$ cat config.mk
export PLATFORM = sky130hd
export DESIGN_NAME = scancode_to_ascii_fifo_unit_flat
export DESIGN_NICKNAME = d
export VERILOG_FILES = /design/src/rtl/scaf_pkg.sv /design/src/rtl/scaf_in_if.sv /design/src/rtl/scaf_out_if.sv /design/src/rtl/scaf_ram.sv /design/src/rtl/scaf_engine.sv /design/src/rtl/scancode_to_ascii_fifo_unit.sv /design/src/flat_wrapper.sv
export SDC_FILE = /design/constraint.sdc
export NUM_CORES = 2
export LEC_CHECK = 0
export BUFFER_PORTS_ARGS = -buffer_cell sky130_fd_sc_hd__buf_2
export CORE_ASPECT_RATIO = 1.5
export CORE_UTILIZATION = 63
export CTS_CLUSTER_DIAMETER = 100
export DETAILED_ROUTE_END_ITERATION = 8
export GPL_ROUTABILITY_DRIVEN = 0
export GPL_TIMING_DRIVEN = 0
export PLACE_DENSITY = 0.79
export SYNTH_ARGS = -nofsm -noshare
export SYNTH_HDL_FRONTEND = slang
export SYNTH_SLANG_ARGS = --single-unit
$ cat constraint.sdc
create_clock -name clk -period 17.7 [get_ports clk]
set_input_delay 0.885 -clock clk [delete_from_list [all_inputs] [get_ports clk]]
set_output_delay 0.885 -clock clk [all_outputs]
set_load 0.05 [all_outputs]
$ cat src/rtl/scaf_pkg.sv
// Package with the constants, types and key tables of the scancode FIFO unit.
package scaf_pkg;

	localparam int BUF_DEPTH_DEF = 256;

	localparam logic       SC_RELEASE_BIT = 1'b1;
	localparam logic [6:0] SC_LSHIFT      = 7'h2A;
	localparam logic [6:0] SC_RSHIFT      = 7'h36;
	localparam logic [6:0] SC_CAPS        = 7'h3A;
	localparam int         CHAR_W         = 7;

	typedef enum logic {
		OP_SCAN = 1'b0,
		OP_READ = 1'b1
	} op_t;

	// Per-word result flags handed from the decode engine to the output stages.
	typedef struct packed {
		logic char_valid;
		logic buffer_nonempty;
		logic char_dropped;
	} step_flags_t;

	// Set-1 make code to ASCII. Zero means the key yields no character.
	function automatic logic [CHAR_W-1:0] keymap(input logic [6:0] code,
			input logic shifted);
		logic [13:0] pair;
		pair = 14'h0;
		case (code)
			7'h01: pair = {7'h1B, 7'h1B};
			7'h02: pair = {7'h31, 7'h21};
			7'h03: pair = {7'h32, 7'h40};
			7'h04: pair = {7'h33, 7'h23};
			7'h05: pair = {7'h34, 7'h24};
			7'h06: pair = {7'h35, 7'h25};
			7'h07: pair = {7'h36, 7'h5E};
			7'h08: pair = {7'h37, 7'h26};
			7'h09: pair = {7'h38, 7'h2A};
			7'h0A: pair = {7'h39, 7'h28};
			7'h0B: pair = {7'h30, 7'h29};
			7'h0C: pair = {7'h2D, 7'h5F};
			7'h0D: pair = {7'h3D, 7'h2B};
			7'h0E: pair = {7'h08, 7'h08};
			7'h0F: pair = {7'h09, 7'h09};
			7'h10: pair = {7'h71, 7'h51};
			7'h11: pair = {7'h77, 7'h57};
			7'h12: pair = {7'h65, 7'h45};
			7'h13: pair = {7'h72, 7'h52};
			7'h14: pair = {7'h74, 7'h54};
			7'h15: pair = {7'h79, 7'h59};
			7'h16: pair = {7'h75, 7'h55};
			7'h17: pair = {7'h69, 7'h49};
			7'h18: pair = {7'h6F, 7'h4F};
			7'h19: pair = {7'h70, 7'h50};
			7'h1A: pair = {7'h5B, 7'h7B};
			7'h1B: pair = {7'h5D, 7'h7D};
			7'h1C: pair = {7'h0A, 7'h0A};
			7'h1E: pair = {7'h61, 7'h41};
			7'h1F: pair = {7'h73, 7'h53};
			7'h20: pair = {7'h64, 7'h44};
			7'h21: pair = {7'h66, 7'h46};
			7'h22: pair = {7'h67, 7'h47};
			7'h23: pair = {7'h68, 7'h48};
			7'h24: pair = {7'h6A, 7'h4A};
			7'h25: pair = {7'h6B, 7'h4B};
			7'h26: pair = {7'h6C, 7'h4C};
			7'h27: pair = {7'h3B, 7'h3A};
			7'h28: pair = {7'h27, 7'h22};
			7'h29: pair = {7'h60, 7'h7E};
			7'h2B: pair = {7'h5C, 7'h7C};
			7'h2C: pair = {7'h7A, 7'h5A};
			7'h2D: pair = {7'h78, 7'h58};
			7'h2E: pair = {7'h63, 7'h43};
			7'h2F: pair = {7'h76, 7'h56};
			7'h30: pair = {7'h62, 7'h42};
			7'h31: pair = {7'h6E, 7'h4E};
			7'h32: pair = {7'h6D, 7'h4D};
			7'h33: pair = {7'h2C, 7'h3C};
			7'h34: pair = {7'h2E, 7'h3E};
			7'h35: pair = {7'h2F, 7'h3F};
			7'h37: pair = {7'h2A, 7'h2A};
			7'h39: pair = {7'h20, 7'h20};
			default: pair = 14'h0;
		endcase
		return shifted ? pair[6:0] : pair[13:7];
	endfunction

endpackage

$ cat src/rtl/scaf_in_if.sv
// Input channel: one scancode or read request per word.
interface scaf_in_if;
	logic       valid;
	logic       ready;
	logic       opcode;
	logic [7:0] scan_byte;

	modport source (output valid, output opcode, output scan_byte, input ready);
	modport sink (input valid, input opcode, input scan_byte, output ready);
endinterface

$ cat src/rtl/scaf_out_if.sv
// Output channel: one result word per accepted input word.
interface scaf_out_if;
	logic       valid;
	logic       ready;
	logic       char_valid;
	logic [6:0] char_code;
	logic       buffer_nonempty;
	logic       char_dropped;

	modport source (output valid, output char_valid, output char_code,
		output buffer_nonempty, output char_dropped, input ready);
	modport sink (input valid, input char_valid, input char_code,
		input buffer_nonempty, input char_dropped, output ready);
endinterface

$ cat src/rtl/scaf_ram.sv
// Generic single-write, single-read RAM with registered read data.
module scaf_ram #(
	parameter int WIDTH = 8,
	parameter int DEPTH = 256,
	localparam int AW = (DEPTH > 1) ? $clog2(DEPTH) : 1
) (
	input  logic             clk,
	input  logic             wr_en,
	input  logic [AW-1:0]    wr_addr,
	input  logic [WIDTH-1:0] wr_data,
	input  logic             rd_en,
	input  logic [AW-1:0]    rd_addr,
	output logic [WIDTH-1:0] rd_data
);

	logic [WIDTH-1:0] mem [DEPTH];

	always_ff @(posedge clk) begin
		if (wr_en) begin
			mem[wr_addr] <= wr_data;
		end
		if (rd_en) begin
			rd_data <= mem[rd_addr];
		end
	end

endmodule

$ cat src/rtl/scaf_engine.sv
// Decode engine: shift and caps state, key lookup and ring pointer control.
module scaf_engine import scaf_pkg::*; #(
	parameter int BUF_DEPTH = BUF_DEPTH_DEF,
	localparam int PTR_W = (BUF_DEPTH > 1) ? $clog2(BUF_DEPTH) : 1
) (
	input  logic              clk,
	input  logic              arst_n,
	input  logic              advance,
	input  logic              opcode,
	input  logic [7:0]        scan_byte,
	output step_flags_t       flags,
	output logic              wr_en,
	output logic [PTR_W-1:0]  wr_addr,
	output logic [CHAR_W-1:0] wr_data,
	output logic              rd_en,
	output logic [PTR_W-1:0]  rd_addr
);

	localparam logic [PTR_W-1:0] LAST = PTR_W'(BUF_DEPTH - 1);

	logic [PTR_W-1:0]  rd_ptr_q;
	logic [PTR_W-1:0]  wr_ptr_q;
	logic              shift_q;
	logic              caps_q;

	logic [6:0]        code;
	logic              release_code;
	logic              is_read;
	logic              is_shift;
	logic              is_caps;
	logic [CHAR_W-1:0] ch;
	logic [PTR_W-1:0]  rd_ptr_nxt;
	logic [PTR_W-1:0]  wr_ptr_nxt;
	logic              empty;
	logic              full;
	logic              is_char;
	logic              pop;
	logic              push;

	assign code         = scan_byte[6:0];
	assign release_code = (scan_byte[7] == SC_RELEASE_BIT);
	assign is_read      = (op_t'(opcode) == OP_READ);
	assign is_shift     = (code == SC_LSHIFT) || (code == SC_RSHIFT);
	assign is_caps      = (code == SC_CAPS);
	assign ch           = keymap(code, shift_q ^ caps_q);

	assign rd_ptr_nxt = (rd_ptr_q == LAST) ? '0 : rd_ptr_q + PTR_W'(1);
	assign wr_ptr_nxt = (wr_ptr_q == LAST) ? '0 : wr_ptr_q + PTR_W'(1);
	assign empty      = (rd_ptr_q == wr_ptr_q);
	// One slot always stays free, so full means the writer would catch the reader.
	assign full       = (wr_ptr_nxt == rd_ptr_q);

	assign is_char = !is_read && !release_code && !is_shift && !is_caps && (ch != '0);
	assign pop     = is_read && !empty;
	assign push    = is_char && !full;

	always_comb begin
		flags.char_valid   = pop;
		flags.char_dropped = is_char && full;
		if (pop) begin
			flags.buffer_nonempty = (rd_ptr_nxt != wr_ptr_q);
		end else if (push) begin
			flags.buffer_nonempty = 1'b1;
		end else begin
			flags.buffer_nonempty = !empty;
		end
	end

	assign wr_en   = advance && push;
	assign wr_addr = wr_ptr_q;
	assign wr_data = ch;
	assign rd_en   = advance && pop;
	assign rd_addr = rd_ptr_q;

	always_ff @(posedge clk or negedge arst_n) begin
		if (!arst_n) begin
			rd_ptr_q <= '0;
			wr_ptr_q <= '0;
			shift_q  <= 1'b0;
			caps_q   <= 1'b0;
		end else if (advance) begin
			if (pop) begin
				rd_ptr_q <= rd_ptr_nxt;
			end
			if (push) begin
				wr_ptr_q <= wr_ptr_nxt;
			end
			if (!is_read && is_shift) begin
				shift_q <= !release_code;
			end
			// Caps lock toggles on its make code only; its release is ignored.
			if (!is_read && !release_code && is_caps) begin
				caps_q <= !caps_q;
			end
		end
	end

endmodule

$ cat src/rtl/scancode_to_ascii_fifo_unit.sv
// Top level of the set-1 scancode to ASCII decoder with character FIFO.
// Each input word is either a raw set-1 scancode (opcode 0) or a request to pop one
// character (opcode 1); every input word yields exactly one result word. A new word
// is accepted in every cycle unless the read stage holds a result and the output is
// stalled: shift/caps tracking, the key table lookup and the ring pointer update all
// finish in the cycle of acceptance, and the character store is a RAM with a
// registered read port, so a result passes through the RAM read stage and then the
// output register before it leaves. The output register and the read stage together
// buffer two results, so input stays ready while a result waits in the output
// register alone. The FIFO holds at most BUF_DEPTH-1 characters; a character decoded
// while it is full is dropped and flagged. The store needs no clearing after reset.
module scancode_to_ascii_fifo_unit import scaf_pkg::*; #(
	parameter int BUF_DEPTH = BUF_DEPTH_DEF
) (
	input  logic             clk,
	input  logic             arst_n,
	scaf_in_if.sink          scan_in,
	scaf_out_if.source       char_out
);

	localparam int PTR_W = (BUF_DEPTH > 1) ? $clog2(BUF_DEPTH) : 1;

	logic              accept;
	logic              s1_move;
	logic              valid_s1;
	step_flags_t       flags_s1;
	step_flags_t       flags;
	logic              out_valid_q;
	step_flags_t       out_flags_q;
	logic [CHAR_W-1:0] out_char_q;

	logic              wr_en;
	logic [PTR_W-1:0]  wr_addr;
	logic [CHAR_W-1:0] wr_data;
	logic              rd_en;
	logic [PTR_W-1:0]  rd_addr;
	logic [CHAR_W-1:0] rd_data;

	assign s1_move       = !out_valid_q || char_out.ready;
	assign scan_in.ready = !valid_s1 || s1_move;
	assign accept        = scan_in.valid && scan_in.ready;

	scaf_engine #(
		.BUF_DEPTH (BUF_DEPTH)
	) u_engine (
		.clk       (clk),
		.arst_n    (arst_n),
		.advance   (accept),
		.opcode    (scan_in.opcode),
		.scan_byte (scan_in.scan_byte),
		.flags     (flags),
		.wr_en     (wr_en),
		.wr_addr   (wr_addr),
		.wr_data   (wr_data),
		.rd_en     (rd_en),
		.rd_addr   (rd_addr)
	);

	// The read data holds while the read stage is stalled, since a new read is
	// only issued when a word is accepted.
	scaf_ram #(
		.WIDTH (CHAR_W),
		.DEPTH (BUF_DEPTH)
	) u_store (
		.clk     (clk),
		.wr_en   (wr_en),
		.wr_addr (wr_addr),
		.wr_data (wr_data),
		.rd_en   (rd_en),
		.rd_addr (rd_addr),
		.rd_data (rd_data)
	);

	always_ff @(posedge clk or negedge arst_n) begin
		if (!arst_n) begin
			valid_s1    <= 1'b0;
			out_valid_q <= 1'b0;
		end else begin
			if (scan_in.ready) begin
				valid_s1 <= accept;
			end
			if (s1_move) begin
				out_valid_q <= valid_s1;
			end
		end
	end

	always_ff @(posedge clk) begin
		if (accept) begin
			flags_s1 <= flags;
		end
		if (s1_move && valid_s1) begin
			out_flags_q <= flags_s1;
			out_char_q  <= flags_s1.char_valid ? rd_data : '0;
		end
	end

	assign char_out.valid           = out_valid_q;
	assign char_out.char_valid      = out_flags_q.char_valid;
	assign char_out.char_code       = out_char_q;
	assign char_out.buffer_nonempty = out_flags_q.buffer_nonempty;
	assign char_out.char_dropped    = out_flags_q.char_dropped;

endmodule

$ cat src/flat_wrapper.sv
// flat-port wrapper written by rule: the top's interface ports become plain ports
module scancode_to_ascii_fifo_unit_flat import scaf_pkg::*;
#(
	parameter int BUF_DEPTH = BUF_DEPTH_DEF
)
  (clk, arst_n, scan_in_valid, scan_in_opcode, scan_in_scan_byte, scan_in_ready, char_out_valid, char_out_char_valid, char_out_char_code, char_out_buffer_nonempty, char_out_char_dropped, char_out_ready);
  scaf_in_if scan_in_i ();
  scaf_out_if char_out_i ();
  input  logic clk;
  input  logic arst_n;
  input wire logic [$bits(scan_in_i.valid)-1:0] scan_in_valid;
  input wire logic [$bits(scan_in_i.opcode)-1:0] scan_in_opcode;
  input wire logic [$bits(scan_in_i.scan_byte)-1:0] scan_in_scan_byte;
  output wire logic [$bits(scan_in_i.ready)-1:0] scan_in_ready;
  output wire logic [$bits(char_out_i.valid)-1:0] char_out_valid;
  output wire logic [$bits(char_out_i.char_valid)-1:0] char_out_char_valid;
  output wire logic [$bits(char_out_i.char_code)-1:0] char_out_char_code;
  output wire logic [$bits(char_out_i.buffer_nonempty)-1:0] char_out_buffer_nonempty;
  output wire logic [$bits(char_out_i.char_dropped)-1:0] char_out_char_dropped;
  input wire logic [$bits(char_out_i.ready)-1:0] char_out_ready;
  assign scan_in_i.valid = scan_in_valid;
  assign scan_in_i.opcode = scan_in_opcode;
  assign scan_in_i.scan_byte = scan_in_scan_byte;
  assign scan_in_ready = scan_in_i.ready;
  assign char_out_valid = char_out_i.valid;
  assign char_out_char_valid = char_out_i.char_valid;
  assign char_out_char_code = char_out_i.char_code;
  assign char_out_buffer_nonempty = char_out_i.buffer_nonempty;
  assign char_out_char_dropped = char_out_i.char_dropped;
  assign char_out_i.ready = char_out_ready;
  scancode_to_ascii_fifo_unit #(.BUF_DEPTH(BUF_DEPTH)) u_core (.clk(clk), .arst_n(arst_n), .scan_in(scan_in_i), .char_out(char_out_i));
endmodule
; Word level (Yosys, flattened, before mapping)
; Memory sizes are Yosys's and may differ from the RTL's. A register that Yosys moved wholly into a read port is not among the register bits.
; Cells that the tools add are included.
; Widths: inputs -> output; s select.
[totals]
regBits = 33
mem_bits_rw = 1792
rom_bits = 896
output_inout_bits = 12
mem_count = 2
[mem_list]
columns = memory, depth, width, rd, rd_clocked_by_memory_dff, write_ports, line_no
row1 = u_core.u_store.mem, 256, 7, 1, 1, 1, scaf_ram.sv:16  ; logic [WIDTH-1:0] mem [DEPTH];
row2 = (no name shown), 64, 14, 1, 0, 0, scaf_pkg.sv:29  ; case (code)
[classes]
n_addsub = 2
n_eq_ne = 8
mux = 8
n_bitwise = 1
n_reduce_logical = 30
[op_table]
columns = op, count
row1 = $eq 7x6->1 const B, 3
row2 = $add 8x1->8 const B, 2
row3 = $eq 8x8->1, 2
row4 = $eq 8x8->1 const B, 2
row5 = $mux 8, 2
row6 = $mux 14, 1
row7 = $logic_and 1x1->1, 13
row8 = $logic_not 1->1, 9
row9 = $ne 8x8->1, 1
row10 = $reduce_and 2->1, 4
row11 = $mux 7, 1
row12 = $reduce_bool 7->1, 1
row13 = $mux 1, 4
row14 = $logic_or 1x1->1, 3
row15 = $xor 1x1->1, 1

; Longest topological paths before layout
[depth]
depth_word = 10
mapped_depth = 15
ltp_nobuf = 10

; By module
; A second synthesis with hierarchy kept.
[unflattened]
cells_unflattened = 3763
area_unflattened_um2 = 73534.3
[modules_own_cells]
columns = mod, instances, cells_per_inst, area_each_um2
row1 = scaf_ram, 1, 3381, 70267.4
row2 = scaf_engine, 1, 354, 2728.9
row3 = scancode_to_ascii_fifo_unit, 1, 28, 538.0

; Worst setup path after synthesis
; Ideal clock, no wire load.
[synth_path]
kind = input port to flip-flop
start = input port scan_in_scan_byte[1]
end = memory u_core.u_store.mem[175][0] (netlist name), enable pin
setup_ns = 0.390
arrival_time_ns = 14.451
t_required_ns = 17.310
setup_slack_ns = 2.859
cell_stages = 11
n_path_buf = 3
cell_sequence = buf_2 > inv_1 > ha_1 > a311o_1 > a211oi_1 > nand4bb_1 > or3_1 > buf_2 > nand2_2 > buf_6 > nor4_1
[synth_between]
elab_cells_between_ends = 17
classes_between = 3 x eq/ne / 4 x mux / 9 x reduce/logical / 1 x memory
[synth_lines]
columns = element, line_no
row1 = from (decl), flat_wrapper.sv:13  ; input wire logic [$bits(scan_in_i.scan_byte)-1:0] scan_in_scan_byte;
row2 = $mem_v2 64x14, -
row3 = $mux 14, scaf_pkg.sv:29
row4 = $mux 7, scaf_pkg.sv:85  ; return shifted ? pair[6:0] : pair[13:7];
row5 = net u_core.u_engine.wr_data[6], scaf_engine.sv:14  ; output logic [CHAR_W-1:0] wr_data,
row6 = $reduce_bool 7->1, scaf_engine.sv:53  ; assign is_char = !is_read && !release_code && !is_shift && !is_caps && (ch != '0);
row7 = $logic_and 1x1->1, scaf_engine.sv:53
row8 = $logic_and 1x1->1, scaf_engine.sv:55  ; assign push = is_char && !full;
row9 = $logic_and 1x1->1, scaf_engine.sv:69  ; assign wr_en = advance && push;
row10 = $mux 1, scaf_ram.sv:19  ; if (wr_en) begin
row11 = $mux 1 (not written as such), scaf_ram.sv:20  ; mem[wr_addr] <= wr_data;
row12 = to (decl), scaf_ram.sv:16
; The timed path passes the listed nets, and every way through them passes these cells.

; Worst setup path in the final report
[layout_path]
start = register u_core.u_engine.rd_ptr_q[1], in the netlist u_core.u_engine.rd_addr[1]
end = register u_core.u_store.rd_data[5], read port of u_core.u_store.mem (data pin)
[layout_between]
elab_chain_cells = 4
[layout_rtl]
columns = element, line_no
row1 = from (decl), scaf_engine.sv:21  ; logic [PTR_W-1:0] rd_ptr_q;
row2 = from (signal assigned), scaf_engine.sv:83  ; rd_ptr_q <= rd_ptr_nxt;
row3 = $eq 8x8->1, scaf_engine.sv:49  ; assign empty = (rd_ptr_q == wr_ptr_q);
row4 = $logic_not 1->1, scaf_engine.sv:54  ; assign pop = is_read && !empty;
row5 = $logic_and 1x1->1, scaf_engine.sv:54
row6 = $logic_and 1x1->1, scaf_engine.sv:72  ; assign rd_en = advance && pop;
row7 = to (decl), scaf_ram.sv:13  ; output logic [WIDTH-1:0] rd_data
; Several ways; a longest one is shown, not always the timed one.
; A chain may end at the register's enable or synchronous reset.

==> results.md <==
* MaxCap Viol Count at 16
* P_sw at 3.99 mW
* Vias in the first global route at 40300
* Startpoint types: flop
* Antenna viol nets, final at 0
* Yosys top cell area share at 0.743
* Syn Nets at 3621
* Root Buffer: clkbuf_16
* Dpl cell area at 75900 sq um
* Worst Path Class, Setup: reg -> reg
* Std-Cell Rows at 152
* Worst path top cell family by delay: buffers and inverters
* Antenna violations before repair at 18
* Post-Route WL at 232000 microns
* Fin. max-slew vios at 121
* Skew final at 29.9 ps
* Min-delay worst type: in -> async
* CTS tree: yes
* First-pass GRT wire length at 314000 microns
* Total gr overflow at 0
* Final Setup Violations at 0
* Most frequent CP cell: buf_2
* Int Pwr at 7.78 mW
* Pwr Density at 145 nW/um^2
* Finished Cell Area at 80900 sq um
* Top Layer Used: met5
* VDD IR-drop max at 0.000110 V
* R2R cell count at 10
* Post-synth EDFFs at 1812
* Post_cts resized at 0
* Min cycle time layout at 6500 ps
* Path length in cells of the critical path at 10
* CTS Buf Count at 156
* Largest net degree at the start of global routing at 172
* Die X at 280 microns
* CP peak stage delay at 1320 ps
* DR WL met3 at 32500 microns
* First-pass DRT Iterations at 9
* I/O Buffers at 22
* Core area at 115000 sq um
* Mapped Cells at 3591
* All-Layer GR Usage at 0.402
* Metal2 WL at 106000 microns
* WP buf/inv at 5
* Synthesized area at 73300 sq um
* Fin crit share at 0.367
* # clock sinks at 1832
* Peak Freq at 0.154 GHz
* Ranking of synthesized cells by area: edfxtp_1 (74%), mux4_2 (15%), nor2_1 (1.5%), nand2_1 (0.97%), mux2i_1 (0.81%)
* Max clock buf depth at 3
* Synthesized flop and latch total at 1832
* Largest fanout on the critical path at 10
* Setup_tns at 0 ps
* WP data arrival at 6890 ps
* WHS at 66.3 ps
* Crit end category: flop
* Mean Syn Cell Area at 20.4 sq um
* Worst slew pin tran at 1670 ps
* Die Footprint at 118000 sq um
* Routed length on met1 at 67400 microns
* Fin. Hold Viols at 0
* Post-CTS setup buffer count at 0
* Clock-pin slew on the worst setup and hold paths at 70 ps
* Asr flop ratio synth at 0.0109
* Static Leak at 25.1 nW
* Most frequent cells in the layout: edfxtp_1 (1812), mux4_2 (500), nor2_1 (285), nand2_1 (189), clkbuf_16 (159)
* Commonest non-fill, non-tap cell in the layout: edfxtp_1
* Vias at 41700
* Initial DRC count at 8196
* Routed vias/inst at 7.62
* Primary FF master, synth: edfxtp_1
* Share of layout cells above drive strength 1 at 0.239
* CP Cell Sequence: buf_2 > buf_2 > buf_2 > buf_2 > clkbuf_1 > mux4_2 > mux2i_1 > o22ai_1 > nor3_1 > o311ai_0
* H-tree depth at 4
* Distinct cell type count after synthesis at 75
* Latest clock arrival within the worst-skew pair at 820 ps
* Final #Nets at 3834
* Yosys Warn Count at 0
* Switching share of total power at 0.339
* Post-cts hold buffer count at 0
* Dpl hpwl at 146000 microns
* DRC at 37
* Part of the power in registers at 0.414
* Finished Core Util at 0.704
* Status: complete, but fails checks
* Starting density of the core at 0.638
* I/O pins at 25
* Critical path's slowest cell: o311ai_0
* Post-synthesis sequential area ratio at 0.749
* Wire length per cell at 42.3 microns
* Fin cells at 5475
* Slew headroom at -0.113
* Cell count after placement at 5181
* Filler Cells Inserted at 6558
* Clock power share at 0.286
* RSZ-0062 raised after global routing: false
* Combinational power share at 0.300
* Die height at 420 microns
* Syn-to-layout area delta at 10.4%
* Yosys top cell by area: edfxtp_1
* Crit path required time at 18090 ps
* Failing checks: design-rule violations, max-capacitance violations, max-slew violations
==> area by class of cell <==
class	count	area (sq um)	area share
Antenna cell	10	25.0	0.000309
Sequential cell	1832	54900	0.679
Buffer	220	1140	0.0140
Multi-Input combinational cell	1519	17300	0.213
Timing Repair Buffer	55	666	0.00823
Tap cell	1540	1930	0.0238
Clock inverter	86	748	0.00925
Inverter	20	105	0.00130
Clock buffer	193	4110	0.0508
==> worst paths after layout <==
kind                                                     end  slack [ps]                        from
worst min-delay path                         u_core.valid_s1          70                      arst_n
max in group asynchronous         u_core.u_engine.rd_addr[3]       17220                      arst_n
worst min register to register  u_core.char_out.char_code[1]         530   u_core.u_store.rd_data[1]
min in group clk                             u_core.valid_s1         280               scan_in_valid
worst max register to register     u_core.u_store.rd_data[5]       11200  u_core.u_engine.rd_addr[1]
worst max-delay path               u_core.u_store.rd_data[5]       11200  u_core.u_engine.rd_addr[1]
==> power groups by stage <==
| stage | Clock, mW | Sequential, mW | Combinational (mW) |
|---|---|---|---|
| after floorplan | 0 | 5.00 | 1.74 |
| after global placement | 0 | 5.04 | 3.17 |
| after detailed placement | 0 | 4.96 | 3.23 |
| after CTS | 3.33 | 4.87 | 3.26 |
| after global routing | 3.48 | 4.87 | 3.44 |
| final | 3.36 | 4.87 | 3.53 |
==> layer usage <==
| metal | up-vias | GRT usage |
|---|---|---|
| li1 | 15300 | - |
| met1 | 20900 | 0.458 |
| met2 | 4335 | 0.607 |
| met3 | 1253 | 0.140 |
| met4 | 14 | 0.350 |
| met5 | - | 0.00126 |
==> synthesized netlist by cell type (14+ instances only) <==
master    count
a221oi_1     14
inv_1        15
buf_4        41
o21ai_0      41
a32oi_1      22
nand2_1     190
a22oi_1      37
ha_1         17
buf_2        75
dfrtp_1      20
buf_1        26
nor2b_1      17
xnor2_1      16
mux2i_1      59
clkbuf_1     72
nand3_1      33
a21oi_1      34
nor2_1      286
mux4_2      500
nor3_1       26
nand2b_1     22
edfxtp_1   1812
nor4_1       15
==> per-stage QoR <==
stage,setup slack (ps),total power [mW]
after floorplan,2860,6.75
after global placement,-9290,8.20
after detailed placement,11120,8.19
after CTS,11950,11.5
after global routing,11690,11.8
final,11200,11.8
==> logic make-up (layout without fill, tap and decap cells) <==
kind of cell	Yosys count	in the layout	share of synthesized area
AOI/OAI and AO/OA	248	248	0.0247
and+or+nand+nor	654	654	0.0395
DFF	1832	1832	0.749
buffers and inverters	240	574	0.0163
xor gates and xnor gates	29	29	0.00367
other	0	10	0
muxes	571	571	0.164
adders and majority gates	17	17	0.00290
==> flip-flops by register name, indices dropped and copies added (netlist names), 3 cells and up <==
register,flops
u_core.char_out.char_code,7
u_core.flags_s1,3
u_core.u_engine.rd_addr,8
u_core.u_engine.wr_addr,8
u_core.u_store.mem,1792
u_core.u_store.rd_data,7
(Power assumes the default switching activity.)
